--- src/design/pbf_pkg.sv ---
// ----------------------------------------------------------------------------
// pbf_pkg
// shared types and constants of the probabilistic bloom filter
// ----------------------------------------------------------------------------
package pbf_pkg;

	// fixed field widths
	localparam int HASH_W     = 32;
	localparam int HIT_W      = 5;
	localparam int NH_W       = 5;
	localparam int CFG_DATA_W = 17;
	localparam int CFG_IDX_W  = 2;
	localparam int DRAW_W     = 16;
	localparam int LFSR_W     = 32;

	// register indexes
	localparam logic [CFG_IDX_W-1:0] CFG_NUM_HASHES       = 2'd0;
	localparam logic [CFG_IDX_W-1:0] CFG_FILTER_SIZE      = 2'd1;
	localparam logic [CFG_IDX_W-1:0] CFG_INSERT_THRESHOLD = 2'd2;

	// register reset values
	localparam logic [NH_W-1:0]       NUM_HASHES_RST       = 5'd4;
	localparam logic [CFG_DATA_W-1:0] FILTER_SIZE_RST      = 17'd65536;
	localparam logic [CFG_DATA_W-1:0] INSERT_THRESHOLD_RST = 17'd32768;

	// item kinds
	localparam logic KIND_INSERT = 1'b0;
	localparam logic KIND_QUERY  = 1'b1;

	// galois lfsr for the insert draws
	localparam logic [LFSR_W-1:0] LFSR_SEED = 32'hACE1_ACE1;
	localparam logic [LFSR_W-1:0] LFSR_TAPS = 32'hD000_0001;

	typedef enum logic [1:0] {
		F_IDLE,
		F_CALC,
		F_PUSH
	} front_state_t;

	typedef enum logic [2:0] {
		B_CLEAR,
		B_IDLE,
		B_SETUP,
		B_ROUND,
		B_DRAIN
	} back_state_t;

endpackage

--- src/design/pbf_mod_unit.sv ---
// ----------------------------------------------------------------------------
// pbf_mod_unit
// restoring remainder of a hash word by the filter size, one bit a cycle
// ----------------------------------------------------------------------------
module pbf_mod_unit #(
	parameter int AW = 16
) (
	input  logic                      clk,
	input  logic                      arst_n,
	input  logic                      start,
	input  logic [pbf_pkg::HASH_W-1:0] dividend,
	input  logic [AW:0]               modulus,
	output logic                      busy,
	output logic [AW-1:0]             remainder
);

	localparam int CNT_W = $clog2(pbf_pkg::HASH_W);

	logic                       busy_q;
	logic [CNT_W-1:0]           cnt_q;
	logic [pbf_pkg::HASH_W-1:0] div_q;
	logic [AW-1:0]              rem_q;
	logic [AW:0]                trial;
	logic [AW:0]                diff;
	logic [AW-1:0]              rem_next;

	// one restoring step
	always_comb begin
		trial    = {rem_q, div_q[pbf_pkg::HASH_W-1]};
		diff     = trial - modulus;
		rem_next = (trial >= modulus) ? diff[AW-1:0] : trial[AW-1:0];
	end

	// control
	always_ff @(posedge clk or negedge arst_n) begin
		if (!arst_n) begin
			busy_q <= 1'b0;
			cnt_q  <= '0;
		end else if (start) begin
			busy_q <= 1'b1;
			cnt_q  <= '0;
		end else if (busy_q) begin
			cnt_q <= cnt_q + CNT_W'(1);
			if (cnt_q == CNT_W'(pbf_pkg::HASH_W - 1)) begin
				busy_q <= 1'b0;
			end
		end
	end

	// dividend shifter and partial remainder
	always_ff @(posedge clk) begin
		if (start) begin
			div_q <= dividend;
			rem_q <= '0;
		end else if (busy_q) begin
			div_q <= div_q << 1;
			rem_q <= rem_next;
		end
	end

	assign busy      = busy_q;
	assign remainder = rem_q;

endmodule

--- src/design/pbf_front.sv ---
// ----------------------------------------------------------------------------
// pbf_front
// accepts items and reduces both hashes by the filter size
// ----------------------------------------------------------------------------
module pbf_front #(
	parameter int AW = 16
) (
	input  logic                       clk,
	input  logic                       arst_n,
	input  logic                       push,
	output logic                       full,
	input  logic                       kind,
	input  logic [pbf_pkg::HASH_W-1:0] hash_a,
	input  logic [pbf_pkg::HASH_W-1:0] hash_b,
	input  logic [AW:0]                m_eff,
	input  logic                       store_ready,
	output logic                       q_push,
	input  logic                       q_full,
	output logic [2*AW:0]              q_data
);

	pbf_pkg::front_state_t state_q, state_d;

	logic          start;
	logic          busy_a;
	logic          busy_b;
	logic          kind_q;
	logic [AW-1:0] rem_a;
	logic [AW-1:0] rem_b;

	// remainder units, one per hash
	pbf_mod_unit #(.AW(AW)) u_mod_a (
		.clk       (clk),
		.arst_n    (arst_n),
		.start     (start),
		.dividend  (hash_a),
		.modulus   (m_eff),
		.busy      (busy_a),
		.remainder (rem_a)
	);

	pbf_mod_unit #(.AW(AW)) u_mod_b (
		.clk       (clk),
		.arst_n    (arst_n),
		.start     (start),
		.dividend  (hash_b),
		.modulus   (m_eff),
		.busy      (busy_b),
		.remainder (rem_b)
	);

	// next state
	always_comb begin
		state_d = state_q;
		case (state_q)
			pbf_pkg::F_IDLE: begin
				if (start) begin
					state_d = pbf_pkg::F_CALC;
				end
			end
			pbf_pkg::F_CALC: begin
				if (!busy_a && !busy_b) begin
					state_d = pbf_pkg::F_PUSH;
				end
			end
			pbf_pkg::F_PUSH: begin
				if (!q_full) begin
					state_d = pbf_pkg::F_IDLE;
				end
			end
			default: state_d = pbf_pkg::F_IDLE;
		endcase
	end

	// outputs
	always_comb begin
		full   = (state_q != pbf_pkg::F_IDLE) || !store_ready;
		start  = push && !full;
		q_push = (state_q == pbf_pkg::F_PUSH);
		q_data = {kind_q, rem_a, rem_b};
	end

	always_ff @(posedge clk or negedge arst_n) begin
		if (!arst_n) begin
			state_q <= pbf_pkg::F_IDLE;
		end else begin
			state_q <= state_d;
		end
	end

	// item kind held alongside the reduction
	always_ff @(posedge clk) begin
		if (start) begin
			kind_q <= kind;
		end
	end

endmodule

--- config.mk ---
export PLATFORM = sky130hd
export DESIGN_NAME = pbf_front
export DESIGN_NICKNAME = d
export VERILOG_FILES = /design/src/design/pbf_pkg.sv /design/src/design/pbf_mod_unit.sv /design/src/design/pbf_front.sv
export SDC_FILE = /design/constraint.sdc
export NUM_CORES = 1
export LEC_CHECK = 0
export BUFFER_PORTS_ARGS = -buffer_cell sky130_fd_sc_hd__buf_2
export CAP_MARGIN = 15
export CORE_MARGIN = 2
export CORE_UTILIZATION = 40
export CTS_BUF_LIST = sky130_fd_sc_hd__clkbuf_16
export DETAILED_ROUTE_END_ITERATION = 7
export SYNTH_ARGS = -nofsm -noshare
export SYNTH_HDL_FRONTEND = slang
export SYNTH_SLANG_ARGS = --single-unit
--- constraint.sdc ---
create_clock -name clk -period 5 [get_ports clk]
set_input_delay 0.5 -clock clk [delete_from_list [all_inputs] [get_ports clk]]
set_output_delay 0.5 -clock clk [all_outputs]
set_load 0.05 [all_outputs]
; Word-level counts from Yosys, hierarchy flattened
; Index checks and enable logic that the tools add are counted.
[word_totals]
reg_bits = 111
inputBits = 87
output_inout_bits = 35
[classes]
n_addsub = 4
n_lt_le_gt_ge = 2
n_eq_ne = 7
n_mux = 20
n_reduce_logical = 12
[ops]
columns = operator, count
row1 = $mux 32, 4
row2 = $ge 17x17->1, 2
row3 = $mux 16, 2
row4 = $sub 16x16->16, 2
row5 = $mux 5, 4
row6 = $add 5x1->5 const B, 2
row7 = $eq 5x5->1 const B, 2
row8 = $mux 1, 6
row9 = $mux 2, 3
row10 = $ne 2x2->1 const B, 3
row11 = $pmux 2 s3, 1
row12 = $reduce_bool 2->1, 3
row13 = $logic_not 1->1, 4
row14 = $reduce_and 3->1, 1
row15 = $eq 2x1->1 const B, 1
row16 = $eq 2x2->1 const B, 1
row17 = $logic_and 1x1->1, 2
row18 = $logic_not 2->1, 1
row19 = $logic_or 1x1->1, 1

; Logic depth before layout (Yosys ltp)
[logic_depth]
depth_word = 6
depth_mapped = 11

; Cells and area by module
; A second synthesis with hierarchy kept.
[hier_totals]
hier_cells = 638
hier_area_um2 = 6846.6
[modules_own_cells]
columns = module, instances, cells_per_inst, area_each_um2
row1 = pbf_mod_unit (u_mod_a), 1, 327, 3458.3
row2 = pbf_mod_unit (u_mod_b), 1, 298, 3248.1
row3 = pbf_front, 1, 13, 140.1

; Least setup slack after synthesis
; Ideal clock, no wire load.
[synth_path]
path_kind = flip-flop to flip-flop
from = reg u_mod_a.rem_q[7], in the netlist u_mod_a.remainder[7]
to = reg u_mod_a.rem_q[9], in the netlist u_mod_a.remainder[9]
setup_ns = 0.155
t_arrival_ns = 2.605
t_required_ns = 4.845
path_slack_ns = 2.240
path_stages_with_launch = 10
period_less_slack_ns = 2.760
cell_sequence = dfxtp_1 -> ha_1 -> o21a_1 -> and2_1 -> a221oi_1 -> a21bo_2 -> o22ai_4 -> buf_4 -> mux2i_1 -> o22ai_1
[synth_between]
elab_chain_cells = 2
[synth_rtl]
columns = element, line
row1 = from (decl), pbf_mod_unit.sv:22  ; logic [AW-1:0] rem_q;
row2 = from (signal assigned), pbf_mod_unit.sv:57  ; rem_q <= rem_next;
row3 = $sub 16x16->16 or $ge 17x17->1 (tied branches), "pbf_mod_unit.sv:30, pbf_mod_unit.sv:31"
row4 = $mux 16 *, pbf_mod_unit.sv:31  ; rem_next = (trial >= modulus) ? diff[AW-1:0] : trial[AW-1:0];
; Every way passes the cells marked *; elsewhere a longest branch is shown, timed or not.
; A chain may end at the register's enable or synchronous reset.

; Final worst setup path
[layout_path]
from = reg u_mod_b.div_q[31] in the netlist's numbering
to = reg u_mod_b.rem_q[10], in the netlist u_mod_b.remainder[10]
[layout_between]
elab_chain_cells = 2
[layout_rtl]
columns = element, line
row1 = from (decl), pbf_mod_unit.sv:21  ; logic [pbf_pkg::HASH_W-1:0] div_q;
row2 = from (signal assigned), pbf_mod_unit.sv:53  ; div_q <= dividend;
row3 = from (signal assigned), pbf_mod_unit.sv:56  ; div_q <= div_q << 1;
row4 = $sub 16x16->16 or $ge 17x17->1 (tied branches), "pbf_mod_unit.sv:30, pbf_mod_unit.sv:31"
row5 = $mux 16 *, pbf_mod_unit.sv:31
row6 = to (signal assigned), pbf_mod_unit.sv:57
row7 = to (decl), pbf_mod_unit.sv:22
; Marked as above.

==> metrics.yaml <==
outcome: "finished, final reports clean"
pre_cts_slack_ps: 1940
synth-edff-count: 65
slew_violations: 0
drc_errors: 0
utilization_pct: 47.5
r2r_end: "u_mod_b.remainder[10]$_SDFFE_PP0P_"
yosys.area_share.adder_pct: 8.14
vias_per_cell: 5.16
synth_top_family_by_area: "simple AND/OR/NAND/NOR gates"
comb_power_share_pct: 52.7
timing.rr.start: "u_mod_b.div_q[31]$_DFFE_PP_"
fin_hold_ws_ps: 28.7
synth-seq-area-share_pct: 46.4
grt_util_met2_pct: 30.1
drtIter0Drc: 321
cts_hold_buf: 0
synth_area_leaders: "edfxtp_1 31%, nand2_1 13%, dfxtp_1 10%"
dr.pass1.iters: 5
n_antenna_cell: 0
critPathMaxFanout: 4
setup_ws_ps: 2150
grt_max_degree: 88
finalCriticalPeriod_ps: 2850
switchingPower_mw: 2.42
antenna_found_initial: 0
fmax_mhz: 351
finalPower_mw: 5.34
fin_cells: 1033
io_pins: 122
start_util_pct: 40.5
die_h_um: 130
hold_viol: 0
areaGrowthSynthToFinish_pct: 17.3
cts_setup_buffers: 0
start_kind: "flop"
fin_area_mm2: 0.00743
setup_violations: 0
synth_ff_type: "edfxtp_1"
seq_power_share_pct: 34.6
worstSetupPathType: "reg -> reg"
gr-total-overflow: 0
cp.arrival_ps: 3090
synth_cell_types: 56
cts_max_path_buffers: 2
p_leak_nw: 3.60
syn_area_mm2: 0.00634
nFillCells: 1584
async_flop_share_pct: 12.6
synth-xor-area-share_pct: 3.73
synth_cells: 702
clk_pin_slew_ps: 80
cp-startpoint: "u_mod_b.div_q[31]$_DFFE_PP_"
tns_ps: 0
crit_path_end_kind: "flop"
cts_resized: 0
regArea_mm2: 0.00294
rsz0062_at_grt: "false"
clkPwrFrac_pct: 12.7
ir_drop_mv: 0.242
num_rows: 46
place_congestion: 0.985
synth_compound_gate_area_share_pct: 14.7
yosysWarnings: 0
cts_tree: "built"
internal-power_mw: 2.92
synth_simple_gate_area_share_pct: 19.0
clk_latency_ps: 360
slew_headroom_pct: 40.8
grt_use_met1_pct: 24.0
multi_input_area_mm2: 0.00315
post-route-period-util_pct: 56.9
root_buffer: "clkbuf_16"
grt_pass1_vias: 5157
core-area_mm2: 0.0157
wire_per_inst_um: 14.9
cp.required_ps: 5250
antenna_left: 0
cap_viol_max_count: 0
regToRegSetupSlack_ps: 2150
drt-total-wl_mm: 15.4
yosysTopAreaCellShare_pct: 30.8
gr-max-usage-layer: "met2"
cts_max_level: 3
die_x_um: 130
syn_avg_cell_area_um2: 9.03
grt_use_total_pct: 18.5
reg2regPathDepth: 11
place.port_buffers: 121
power_switching_share_pct: 45.4
grt_pass1_wl_mm: 24.6
clkSinkCount: 111
drive_above_1_share_pct: 18.6
dpl_cell_area_mm2: 0.00713
tightest_slew_ps: 888
muxShareOfSynthArea_pct: 4.15
vias: 5326
p_per_area_mw_per_mm2: 718
place_inst: 1016
skew_ps: 10.2
die-area_mm2: 0.0169
synth_nets: 829
met3_usage_pct: 3.44
cts_inserted_buffers: 9
synth_seq_cells: 111
hpwl_mm: 11.2
hp-class: "in -> async"
nets: 939
synth_top_cell_by_area: "edfxtp_1"
-- cells in the mapped netlist (all sizes together), types with 2 or more instances --
cell,number
nand3,6
a21oi,31
a211oi,13
mux2i,24
o22ai,5
clkbuf,22
ha,38
nand4,8
dfrtp,14
or2,2
or4,2
nand2b,4
nor3,6
o21bai,6
nor2,33
and3,2
o21a,4
and2,4
a221oi,2
and4,2
o21ai,47
nand2,219
buf,5
a32oi,5
inv,34
o211ai,3
o31ai,4
xor2,15
a2111oi,2
a21o,6
edfxtp,65
fa,2
xnor2,12
mux2,2
a211o,3
nor2b,5
dfxtp,32
-- sequential cells by signal (all words and copies together) (netlist names) --
register / cells
state_q: 2
u_mod_b.busy: 1
u_mod_a.remainder: 16
u_mod_b.div_q: 32
u_mod_b.remainder: 16
u_mod_b.cnt_q: 5
u_mod_a.div_q: 32
u_mod_a.cnt_q: 5
kind_q: 1
u_mod_a.busy: 1
-- cell type report --
class	count	area share, %
well taps	216	3.64
clock buffers	9	3.03
flip-flops and latches	111	39.6
repair buffers	126	8.92
multi-input cells	529	42.4
inverters	35	1.77
clock inverters	7	0.657
-- worst max-delay path by stage --
stage                                                    end  depth (start not counted)
after global placement    u_mod_b.remainder[10]$_SDFFE_PP0P_                         10
after global routing      u_mod_b.remainder[10]$_SDFFE_PP0P_                         11
after CTS                 u_mod_b.remainder[10]$_SDFFE_PP0P_                         11
after floorplan            u_mod_a.remainder[9]$_SDFFE_PP0P_                          9
final                     u_mod_b.remainder[10]$_SDFFE_PP0P_                         11
after detailed placement   u_mod_a.remainder[0]$_SDFFE_PP0P_                          9
-- cells in the final DEF, fill, tap and decap left out, types with 6 or more instances in the layout --
cell type,netlist,routed
nor3_1,6,6
a21oi_1,31,31
edfxtp_1,65,65
inv_1,34,35
buf_2,1,121
a21o_1,6,6
dfrtp_1,14,14
nand2_1,219,219
clkbuf_16,0,9
nor2_1,33,33
a211oi_1,13,13
mux2i_1,24,24
o21ai_0,46,46
xnor2_1,12,12
nand4_1,8,8
dfxtp_1,32,32
xor2_1,15,15
ha_1,38,38
-- logic make-up (layout without fill, tap and decap cells) --
| group | count (synthesis) | in the layout |
|---|---|---|
| adder cells (fa/ha/maj) | 40 | 40 |
| AO/OA/AOI/OAI | 142 | 142 |
| XOR/XNOR | 27 | 27 |
| AND/OR/NAND/NOR | 294 | 294 |
| buffers and inverters | 62 | 177 |
| multiplexers | 26 | 26 |
| flip-flops | 111 | 111 |
-- critical path, stage by stage, from the launching register on --
cell and delay (ps):
edfxtp_1 370, inv_1 110, ha_1 170, inv_1 50, fa_1 420, a211oi_1 340, o21ai_0 210, a21oi_1 360
o21bai_1 160, a21o_1 200, a211oi_1 270, o21ai_1 80
-- per-layer routing --
layer	share of wire [%]	vias up
met5	0	-
met4	3.1	0
met3	4.3	35
met2	47	152
met1	46	2465
li1	-	2674
-- power by group through the flow --
stage                     logic, mW  registers [mW]  clock network [mW]
after global placement         2.72            1.85                   0
after floorplan                1.76            2.22                   0
after detailed placement       2.79            1.87                   0
final                          2.81            1.85               0.678
after CTS                      2.80            1.86               0.700
after global routing           3.11            1.90               0.740
No activity file was read; power rests on OpenSTA's default activity.
