File: src/design/pbf_queue.sv
// ----------------------------------------------------------------------------
// pbf_queue
// short register queue between the front and the back
// ----------------------------------------------------------------------------
module pbf_queue #(
	parameter int WIDTH = 33,
	parameter int DEPTH = 2
) (
	input  logic             clk,
	input  logic             arst_n,
	input  logic             push,
	output logic             full,
	input  logic [WIDTH-1:0] wdata,
	input  logic             pop,
	output logic             empty,
	output logic [WIDTH-1:0] rdata
);

	localparam int PW = $clog2(DEPTH);
	localparam int CW = $clog2(DEPTH + 1);

	logic [WIDTH-1:0] mem_q [DEPTH];
	logic [PW-1:0]    wr_q;
	logic [PW-1:0]    rd_q;
	logic [CW-1:0]    cnt_q;
	logic             push_ok;
	logic             pop_ok;

	assign full    = (cnt_q == CW'(DEPTH));
	assign empty   = (cnt_q == '0);
	assign push_ok = push && !full;
	assign pop_ok  = pop && !empty;
	assign rdata   = mem_q[rd_q];

	// pointers and fill count
	always_ff @(posedge clk or negedge arst_n) begin
		if (!arst_n) begin
			wr_q  <= '0;
			rd_q  <= '0;
			cnt_q <= '0;
		end else begin
			if (push_ok) begin
				wr_q <= (wr_q == PW'(DEPTH - 1)) ? '0 : wr_q + PW'(1);
			end
			if (pop_ok) begin
				rd_q <= (rd_q == PW'(DEPTH - 1)) ? '0 : rd_q + PW'(1);
			end
			if (push_ok && !pop_ok) begin
				cnt_q <= cnt_q + CW'(1);
			end else if (pop_ok && !push_ok) begin
				cnt_q <= cnt_q - CW'(1);
			end
		end
	end

	// entry storage
	always_ff @(posedge clk) begin
		if (push_ok) begin
			mem_q[wr_q] <= wdata;
		end
	end

endmodule

File: config.mk
export PLATFORM = sky130hd
export DESIGN_NAME = pbf_queue
export DESIGN_NICKNAME = d
export VERILOG_FILES = /design/src/design/pbf_queue.sv
export SDC_FILE = /design/constraint.sdc
export NUM_CORES = 1
export LEC_CHECK = 0
export BUFFER_PORTS_ARGS = -buffer_cell sky130_fd_sc_hd__buf_2
export CORE_MARGIN = 3
export CORE_UTILIZATION = 40
export DETAILED_ROUTE_END_ITERATION = 10
export PLACE_DENSITY = 0.62
export SKIP_CTS_REPAIR_TIMING = 1
export SYNTH_ARGS = -nofsm -noshare
export SYNTH_HDL_FRONTEND = slang
export SYNTH_SLANG_ARGS = --single-unit
File: constraint.sdc
create_clock -name clk -period 6.5 [get_ports clk]
set_input_delay 1.3 -clock clk [delete_from_list [all_inputs] [get_ports clk]]
set_output_delay 1.3 -clock clk [all_outputs]
set_load 0.03 [all_outputs]
[Word level (Yosys, flattened, before mapping)]
Memories as Yosys holds them, arrays and structs flattened.
Cells that the tools add are included.
Word-level totals
  register bits: 4
  bits in latches: 0
  bits in writable memories: 66
  memory bits (read-only): 0
  input port bits: 37
  output and inout port bits: 35
  logic and storage cells: 25
  memories: 1
Cells by class
  add/subtract/negate cells: 4
  $mul: 0
  div/mod/pow operators: 0
  order comparisons: 0
  equality and inequality tests: 1
  shift-type cells: 0
  muxes and demuxes: 6
  bitwise gates (word level): 0
  reductions and logical operators: 10
Memory list
  mem_q: words 2, width 33, read ports 1, clocked after memory_dff 0, wr ports 1, RTL line 22  | logic [WIDTH-1:0] mem_q [DEPTH];
Operator list (number)
  $logic_and 1x1->1: 4
  $logic_not 1->1: 4
  $mux 1: 4
  $mux 2: 2
  $add 1x1->1 const B: 2
  $add 2x1->2 const B: 1
  $eq 2x2->1 const B: 1
  $logic_not 2->1: 1
  $reduce_bool 2->1: 1
  $sub 2x1->2 const B: 1

[Depth between registers and ports, before layout]
Gate-level depths: netlist (run 1).
  word-level depth: 7
  depth in mapped cells: 7
  gate-level depth less buffers: 7

[Worst setup path before layout (run 1)]
Ideal clock, no wire load.
  kind: input port to flip-flop
  from: in push
  to: mem mem_q[0][0], enable pin
  arrival time: 2.785 ns
  required time: 6.077 ns
  path slack: 3.292 ns
  cell stages on the path: 2
  path buffers: 0
  cell sequence: nand2_1 > nor2_1
On the way
  longest elaborated chain between the ends: 3
RTL lines
  start, declared: RTL line 11  | input logic push,
  $logic_and 1x1->1: RTL line 31  | assign push_ok = push && !full;
  $mux 1: RTL line 58  | if (push_ok) begin
  $mux 1 (implied by the code): RTL line 59  | mem_q[wr_q] <= wdata;
  end, declared: RTL line 22
No other way between the ends.

[Worst setup path after layout (run 1)]
  from: reg rd_q
  to: out rdata[15]
On the way
  longest elaborated chain between the ends: 1
RTL lines
  start, declared: RTL line 24  | logic [PW-1:0] rd_q;
  start signal, assigned: RTL line 46  | rd_q <= (rd_q == PW'(DEPTH - 1)) ? '0 : rd_q + PW'(1);
  $mem_v2 2x33
  end, declared: RTL line 16  | output logic [WIDTH-1:0] rdata
No other way between the ends.

==> impl_metrics.tcl, run 1 <==
set metrics [dict create \
    drc 0 \
    switching_share 0.355 \
    syn_to_final_growth_pct 21.5 \
    p_seq_frac 0.437 \
    synth_compound_gate_area_share 0.00183 \
    combPwrFrac 0.364 \
    core-area_um2 6490 \
    hold_class "flop to flop" \
    synth_top_area_frac 0.726 \
    synth_seq_area_share 0.763 \
    cts_tree "yes" \
    power.internal_mw 1.05 \
    clockBufferDepth 2 \
    clock-sinks 70 \
    synth_top_family_by_area "multiplexers" \
    synth.area.top_cells "edfxtp_1 (73%), mux2_4 (16%), dfrtp_1 (3.7%)" \
    fin_setup_tns_ns 0 \
    timing.fmax_mhz 306 \
    relSlewSlack 0.326 \
    cp.required_ns 5.20 \
    critPathLaunchType "flop" \
    critPathCaptureType "output pin" \
    drv_slew 0 \
    post_drt_wl_per_cell_um 15.8 \
    multi_input_area_um2 577 \
    worstSetupPathType "flop to output pin" \
    ios 72 \
    cp_slowest_cell "dfrtp_2" \
    via_per_inst 4.69 \
    clkTransAtPathRegs_ns 0.07 \
    grt_pass1_vias 1452 \
    outcome "finished clean" \
    clkLatencyLatePin_ns 0.32 \
    yosys.area_share.adder 0.00458 \
    tritoncts.num_buffers 9 \
    synth-seq-cells 70 \
    p_total_mw 1.63 \
    syn_nets 160 \
    rr_worst_depth 3 \
    synth_edf_count 66 \
    crit_buf_inv 1 \
    drt-initial-drc-count 58 \
    fin_skew_ns 0.00597 \
    synthMuxAreaShare 0.176 \
    clockRootBuffer "clkbuf_8" \
    cp_top_family "flip-flops" \
    grt_pass1_wl_um 6790 \
    synth_flop_cell "edfxtp_1" \
    timing.final.crit_share 0.503 \
    fin_crit_ns 3.27 \
    critPathMaxFanout 34 \
    synth_area_leader_cell "edfxtp_1" \
    synth_warnings 0 \
    worst_pin_slew_ns 1.01 \
    hold_viol 0 \
    r2r_slack_ns 4.61 \
    ff_latch_area_um2 2080 \
    syn_inst 122 \
    drive_gt1_frac 0.592 \
    post_synth_xor_area_fraction 0.0160 \
    ant_nets 0 \
    dieArea_um2 7850 \
    path_cells "mux2_2, buf_2" \
    cap_violations 0 \
    nNetsFinal 239 \
    antenna_found_initial 0 \
    p_leak_nw 1.36 \
    gp_congestion 0.666 \
    grt_max_degree 35 \
    start_util 0.420 \
    grtUsageTotal 0.122 \
    n_antenna_cell 0 \
    crit_arrival_ns 1.97 \
    synthArstFlopShare 0.0571 \
    vias 1326 \
    synthSimpleGateAreaFrac 0.0101 \
    io_buffers 71 \
    avgSynthCellArea_um2 22.4 \
    grt_overflow 0 \
    ys_types 15 \
    rsz0062_at_grt "no" \
    cp.depth 2 \
    wirelength_um 4480 \
    peakVddDrop_v 0.000255 \
    hold_path_depth 1 \
    p_switching_uw 578 \
    cts_htree_levels 3 \
    rows 29 \
    dp_hpwl_um 3140 \
    die_x_um 88.6 \
    netlist_area_um2 2730 \
    power.density_nw_per_um2 490 \
    die_height_um 88.6 \
    cpPeakStageDelay_ns 1.04 \
    clkPwrFrac 0.200 \
    fillCellCount 548 \
    first_pass_iters 4 \
    setup_viol 0 \
]
==> kinds of logic after synthesis <==
kind of cell,after synthesis
xor gates and xnor gates,5
adders and majority gates,1
DFF,70
buffers and inverters,6
muxes,33
and+or+nand+nor,6
AOI/OAI and AO/OA,1
==> worst register-to-register path: cells and delay by family (launching register included) <==
family / cells / cell delay [ns]
flops: 1 / 0.44
simple gates: 3 / 1.05
==> Yosys cell counts (2+ instances only) <==
master / instances
edfxtp_1: 66
mux2_4: 29
dfrtp_1: 4
mux2_2: 4
buf_12: 3
nor2_1: 3
xnor2_1: 3
inv_1: 2
xor2_1: 2
==> stage by stage <==
stage | instance area (um2) | worst slack, ns | utilization | cells | hold slack, ns
after floorplan | 2730 | 3.29 | - | 122 | 0.461
after global placement | 3130 | 3.58 | 0.481 | 267 | 0.504
after detailed placement | 3130 | 3.54 | 0.481 | 267 | 0.548
after CTS | 3320 | 3.17 | 0.511 | 283 | 0.556
after global routing | 3320 | 3.10 | 0.511 | 283 | 0.563
final | 3320 | 3.23 | 0.511 | 283 | 0.550
==> registers in the layout, summed over array words and instances, names as in the netlist <==
name / cells
mem_q: 66
cnt_q: 2
wr_q: 1
rd_q: 1
==> per-layer routing <==
metal / vias up / GRT usage / wire, um
li1: 630 / - / -
met1: 636 / 0.125 / 1640
met2: 53 / 0.212 / 2430
met3: 7 / 0.0447 / 335
met4: 0 / 0.0755 / 68
met5: - / 0 / 0
==> worst paths after layout <==
path                           from      endpoint
setup / recovery               rd_q     rdata[15]
hold / removal             cnt_q[1]      cnt_q[1]
max in group asynchronous    arst_n          rd_q
setup reg to reg           cnt_q[0]  mem_q[0][12]
hold reg to reg            cnt_q[1]      cnt_q[1]
min in group asynchronous    arst_n      cnt_q[0]
==> layout make-up <==
class | count | area share
Clock buffer | 10 | 0.0385
Clock inverter | 6 | 0.0189
Inverter | 2 | 0.00226
Multi-Input combinational cell | 46 | 0.174
Sequential cell | 70 | 0.628
Tap cell | 77 | 0.0290
Timing Repair Buffer | 72 | 0.109
==> power groups by stage <==
stage	clock (mW)	sequential, mW	combinational [mW]
floorplan	0	0.656	0.546
global placement	0	0.713	0.590
detailed placement	0	0.724	0.601
CTS	0.337	0.715	0.603
global route	0.358	0.726	0.627
finish	0.324	0.710	0.591
==> cells in the final DEF (no fill, tap or decap) <==
cell type,n
bufinv_16,1
xor2_1,2
clkbuf_1,1
and3_1,1
mux2_4,29
dfrtp_1,3
nor2_1,2
buf_4,1
ha_1,1
edfxtp_1,66
o21ai_1,1
nand2b_1,1
dfrtp_2,1
clkinv_2,3
nand2_1,1
clkinv_4,2
inv_1,2
xnor2_1,3
buf_2,71
nor2_4,1
clkbuf_8,9
mux2_2,4
(Power assumes the default switching activity.)
==> inputs of run 2 (changes only) <==
Clock period 6.5 ns to 3.15 ns, I/O delays scaled along.
==> run 2 against run 1 <==
  * Cell area rose by 2.1%
  * Global-route usage rose by 0.30 points
  * Setup slack got worse by 2.7 ns
  * Hold slack got worse by 0.46 ns
  * Clock-buffer cell count fell by 1
  * Core utilization rose by 1.1 points
  * Combinational power rose by 110%
  * Die area did not move
  * Total power rose by 120%
  * Non-clock buffer count did not move
  * Clock skew barely moved
  * Highest routed layer unchanged
==> impl_metrics.tcl, run 2 (synthesized netlist as in run 1, its figures left out) <==
set metrics [dict create \
    outcome "finished clean" \
    use_met2 0.210 \
    drv_slew 0 \
    cts_htree_levels 3 \
    peakVddDrop_v 0.000497 \
    clock-sinks 70 \
    io_buffers 71 \
    rows 29 \
    hold_class "primary input to async pin" \
    final_util 0.521 \
    setup_viol 0 \
    final_common_cell "buf_2" \
    tritoncts.num_buffers 9 \
    fin_setup_tns_ns 0 \
    critPathLaunchType "flop" \
    regMostFlops "mem_q" \
    relSlewSlack 0.299 \
    fillCellCount 545 \
    first_pass_iters 4 \
    post_drt_wl_per_cell_um 16.0 \
    dp_hpwl_um 3050 \
    whs_ns 0.0878 \
    stdcell_count 283 \
    die_x_um 88.6 \
    cap_violations 0 \
    crit_arrival_ns 2.00 \
    dieArea_um2 7850 \
    critPathCaptureType "output pin" \
    placed_area_um2 3130 \
    clockBufferDepth 2 \
    largest_reg_flops 66 \
    cts_tree "yes" \
    final_cell_mix "buf_2 (71), edfxtp_1 (66), mux2_4 (29), clkbuf_8 (9)" \
    timing.final.crit_share 0.836 \
    cp.required_ns 2.52 \
    grt_most_used_layer "met2" \
    grt_max_degree 35 \
    antenna_found_initial 0 \
    start_util 0.420 \
    grt.met3_usage 0.0466 \
    hold_viol 0 \
    via_per_inst 4.67 \
    die_height_um 88.6 \
    gp_congestion 0.723 \
    grt_overflow 0 \
    wirelength_um 4530 \
    drc 0 \
    n_antenna_cell 0 \
    grt_pass1_wl_um 6950 \
    clockRootBuffer "clkbuf_8" \
    final_area_um2 3390 \
    critPathMaxFanout 34 \
    use_met1 0.133 \
    grtUsageTotal 0.125 \
    worst_pin_slew_ns 1.05 \
    place_inst 267 \
    ant_nets 0 \
    worstSetupPathType "flop to output pin" \
    rsz0062_at_grt "no" \
    drt-initial-drc-count 46 \
    power.density_nw_per_um2 1060 \
    clkTransAtPathRegs_ns 0.07 \
    top_regs "mem_q: 66 flops, cnt_q: 2 flops" \
    ios 72 \
    fin_skew_ns 0.00557 \
    timing.fmax_mhz 380 \
    nNetsFinal 239 \
    syn_to_final_growth_pct 24.1 \
    core-area_um2 6490 \
    grt_pass1_vias 1467 \
    drive_gt1_frac 0.592 \
    p_leak_nw 1.38 \
    fin_crit_ns 2.63 \
    vias 1322 \
    clkLatencyLatePin_ns 0.33 \
]
-- run 2: cell types whose count changed in the layout (fill, tap and decap cells not counted) --
cell        delta
clkinvlp_4     +1
clkinv_4       -2
clkinv_1       +1
bufinv_16      +3
clkbuf_1       -1
clkinv_2       -2
-- run 2: report_power, final --
part	internal [mW]	leakage (nW)	switching [mW]	total, mW
sequential	1.28	0.659	0.186	1.46
combinational	0.520	0.597	0.699	1.22
clock	0.602	0.127	0.316	0.918
total	2.40	1.38	1.20	3.60
-- run 2: per-stage QoR --
| stage | power, mW | setup WS (ns) |
|---|---|---|
| after floorplan | 2.48 | 0.612 |
| after global placement | 2.69 | 0.898 |
| after detailed placement | 2.73 | 0.837 |
| after CTS | 3.66 | 0.463 |
| after global routing | 3.78 | 0.403 |
| final | 3.60 | 0.515 |
-- run 2: worst paths after layout --
kind                       cells after the start           end  slack [ns]     start
max in group asynchronous                      1          rd_q        2.92    arst_n
hold / removal                                 1      cnt_q[1]        0.09    arst_n
hold reg to reg                                1      cnt_q[1]        0.52  cnt_q[1]
setup reg to reg                               3  mem_q[0][26]        1.23  cnt_q[0]
min in group clk                               1   mem_q[0][8]        0.48  wdata[8]
setup / recovery                               2     rdata[10]        0.52      rd_q
-- run 2: layout make-up --
type | count | area [um2] | area share
inverter | 2 | 7.51 | 0.00222
timing repair buffer | 72 | 363 | 0.107
multi-input combinational | 46 | 577 | 0.170
clock inverter | 7 | 136 | 0.0403
tap | 77 | 96.3 | 0.0284
clock buffer | 9 | 124 | 0.0366
sequential | 70 | 2080 | 0.615
-- run 2: worst max-delay path, stage by stage, from the launching register on --
cell and delay (ns):
dfrtp_2 1.07, mux2_2 0.43, buf_2 0.18
-- run 2: routing by layer --
layer	routed length (um)	vias up
met5	0	-
met4	58	0
met3	339	6
met2	2300	49
met1	1830	642
li1	-	625
==> inputs of run 3 (changes only) <==
Settings changed: PLACE_DENSITY 0.62 to 0.65.
Clock period 3.15 ns to 2.1 ns, I/O delays scaled along.
==> run 3 against run 2 <==
  * Non-clock buffer count is 5 higher
  * Cell area hardly changed
  * Setup slack worse by 0.44 ns
  * Highest routed layer unchanged
  * Global-route usage is 0.90 points lower
  * Largest power group is now combinational logic
  * Critical path depth is 1 higher
  * Hold slack better by 0.19 ns
  * First-iteration DRC count is 61% higher
  * Total power is 42% higher
  * Clock-buffer cell count is 5 higher
==> impl_metrics.tcl, run 3 (synthesized netlist as in run 1, its figures left out) <==
set metrics [dict create \
    outcome "finished clean" \
    n_antenna_cell 0 \
    first_pass_iters 3 \
    clkTransAtPathRegs_ns 0.07 \
    final_common_cell "buf_2" \
    core-area_um2 6490 \
    rows 29 \
    rsz0062_at_grt "no" \
    regMostFlops "mem_q" \
    clockBufferDepth 2 \
    timing.final.ws_setup_ns 0.0757 \
    gp_congestion 0.716 \
    grt_max_degree 34 \
    pre_cts_slack_ns 0.395 \
    top_regs "mem_q: 66 flops, cnt_q: 2 flops" \
    grtUsageTotal 0.116 \
    drt-initial-drc-count 74 \
    critPathMaxFanout 14 \
    peakVddDrop_v 0.000826 \
    grt_pass1_wl_um 6430 \
    clock-sinks 70 \
    worstSetupPathType "flop to output pin" \
    nNetsFinal 244 \
    place_inst 270 \
    setup_viol 0 \
    grt_overflow 0 \
    critPathCaptureType "output pin" \
    die_x_um 88.6 \
    cpPeakStageDelay_ns 0.53 \
    reg2reg_to "cnt_q[1]" \
    timing.fmax_mhz 494 \
    worstHoldStart "wdata[5]" \
    largest_reg_flops 66 \
    clkLatencyLatePin_ns 0.32 \
    cp.required_ns 1.68 \
    cap_violations 0 \
    tritoncts.num_buffers 9 \
    relSlewSlack 0.794 \
    post_drt_wl_per_cell_um 15.4 \
    hold_path_depth 1 \
    io_buffers 71 \
    grt_pass1_vias 1328 \
    path_cells "clkbuf_16, mux2_4, buf_2" \
    hold_class "primary input to flop" \
    antenna_found_initial 0 \
    rr_worst_depth 7 \
    fin_skew_ns 0.00740 \
    critPathLaunchType "flop" \
    die_height_um 88.6 \
    hold_viol 0 \
    fin_setup_tns_ns 0 \
    timing.final.crit_share 0.964 \
    final_cell_mix "buf_2 (71), edfxtp_1 (66), mux2_4 (29), clkbuf_8 (9), clkbuf_1 (5)" \
    ant_nets 0 \
    power.density_nw_per_um2 1510 \
    stdcell_count 288 \
    dieArea_um2 7850 \
    ff_latch_area_um2 2080 \
    multi_input_area_um2 578 \
    ios 72 \
    wirelength_um 4430 \
    clockRootBuffer "clkbuf_8" \
    regToRegStartpoint "cnt_q[0]" \
    start_util 0.420 \
    syn_to_final_growth_pct 24.1 \
    vias 1331 \
    dp_hpwl_um 2850 \
    r2r_slack_ns 0.54 \
    via_per_inst 4.62 \
    drive_gt1_frac 0.583 \
    cts_htree_levels 3 \
    cp_slowest_cell "dfrtp_2" \
    hold_path_end "mem_q[1][5]" \
    fin_crit_ns 2.02 \
    p_leak_nw 1.38 \
    drc 0 \
    fillCellCount 529 \
    cts_tree "yes" \
    crit_arrival_ns 1.60 \
    drv_slew 0 \
    worst_pin_slew_ns 0.309 \
]
[run 3: cell count changes in the layout (fill, tap and decap cells not counted), sizes merged]
cell	previous run	this run
buf	72	75
clkinvlp	1	0
bufinv	4	1
dlygate4sd3	0	1
clkinv	2	1
clkbuf	9	15
[run 3: how the worst max path moves through the flow]
| stage | start | end | cells after the start |
|---|---|---|---|
| finish | rd_q | rdata[12] | 3 |
| global route | rd_q | rdata[19] | 3 |
| CTS | rd_q | rdata[11] | 3 |
| detailed placement | rd_q | rdata[11] | 3 |
| global placement | rd_q | rdata[10] | 3 |
| floorplan | cnt_q[0] | mem_q[0][0] | 3 |
[run 3: report_power, final]
group	total (mW)	internal [mW]	switching, mW
Clock	0.987	0.550	0.437
Combinational	2.08	0.872	1.21
Sequential	2.06	1.92	0.145
Total	5.13	3.34	1.79
[run 3: area by class of cell]
class,count,share of cell area
clock buffers,14,0.0421
clock inverters,2,0.0103
inverters,2,0.00222
multi-input cells,46,0.171
flip-flops and latches,70,0.615
well taps,77,0.0284
repair buffers,77,0.131
[run 3: per-stage QoR]
| stage | power [mW] | area (um2) | utilization | hold slack, ns |
|---|---|---|---|---|
| CTS | 5.14 | 3350 | 0.516 | -0.131 |
| detailed placement | 4.14 | 3180 | 0.489 | 0.237 |
| global route | 5.41 | 3390 | 0.522 | 0.250 |
| floorplan | 3.72 | 2730 | - | 0.124 |
| finish | 5.13 | 3390 | 0.522 | 0.280 |
| global placement | 4.12 | 3180 | 0.489 | 0.236 |
[run 3: worst max-delay path, delay by kind of cell, from the launching register on]
family	cells	cell delay, ns
DFF	1	0.53
buffers and inverters	2	0.44
muxes	1	0.31
[run 3: layer usage]
| metal | GRT usage | wire, um | vias to the layer above |
|---|---|---|---|
| met5 | 0 | 0 | - |
| met4 | 0.0701 | 44 | 0 |
| met2 | 0.184 | 2160 | 46 |
| met3 | 0.0428 | 292 | 5 |
| li1 | - | - | 636 |
| met1 | 0.135 | 1930 | 644 |
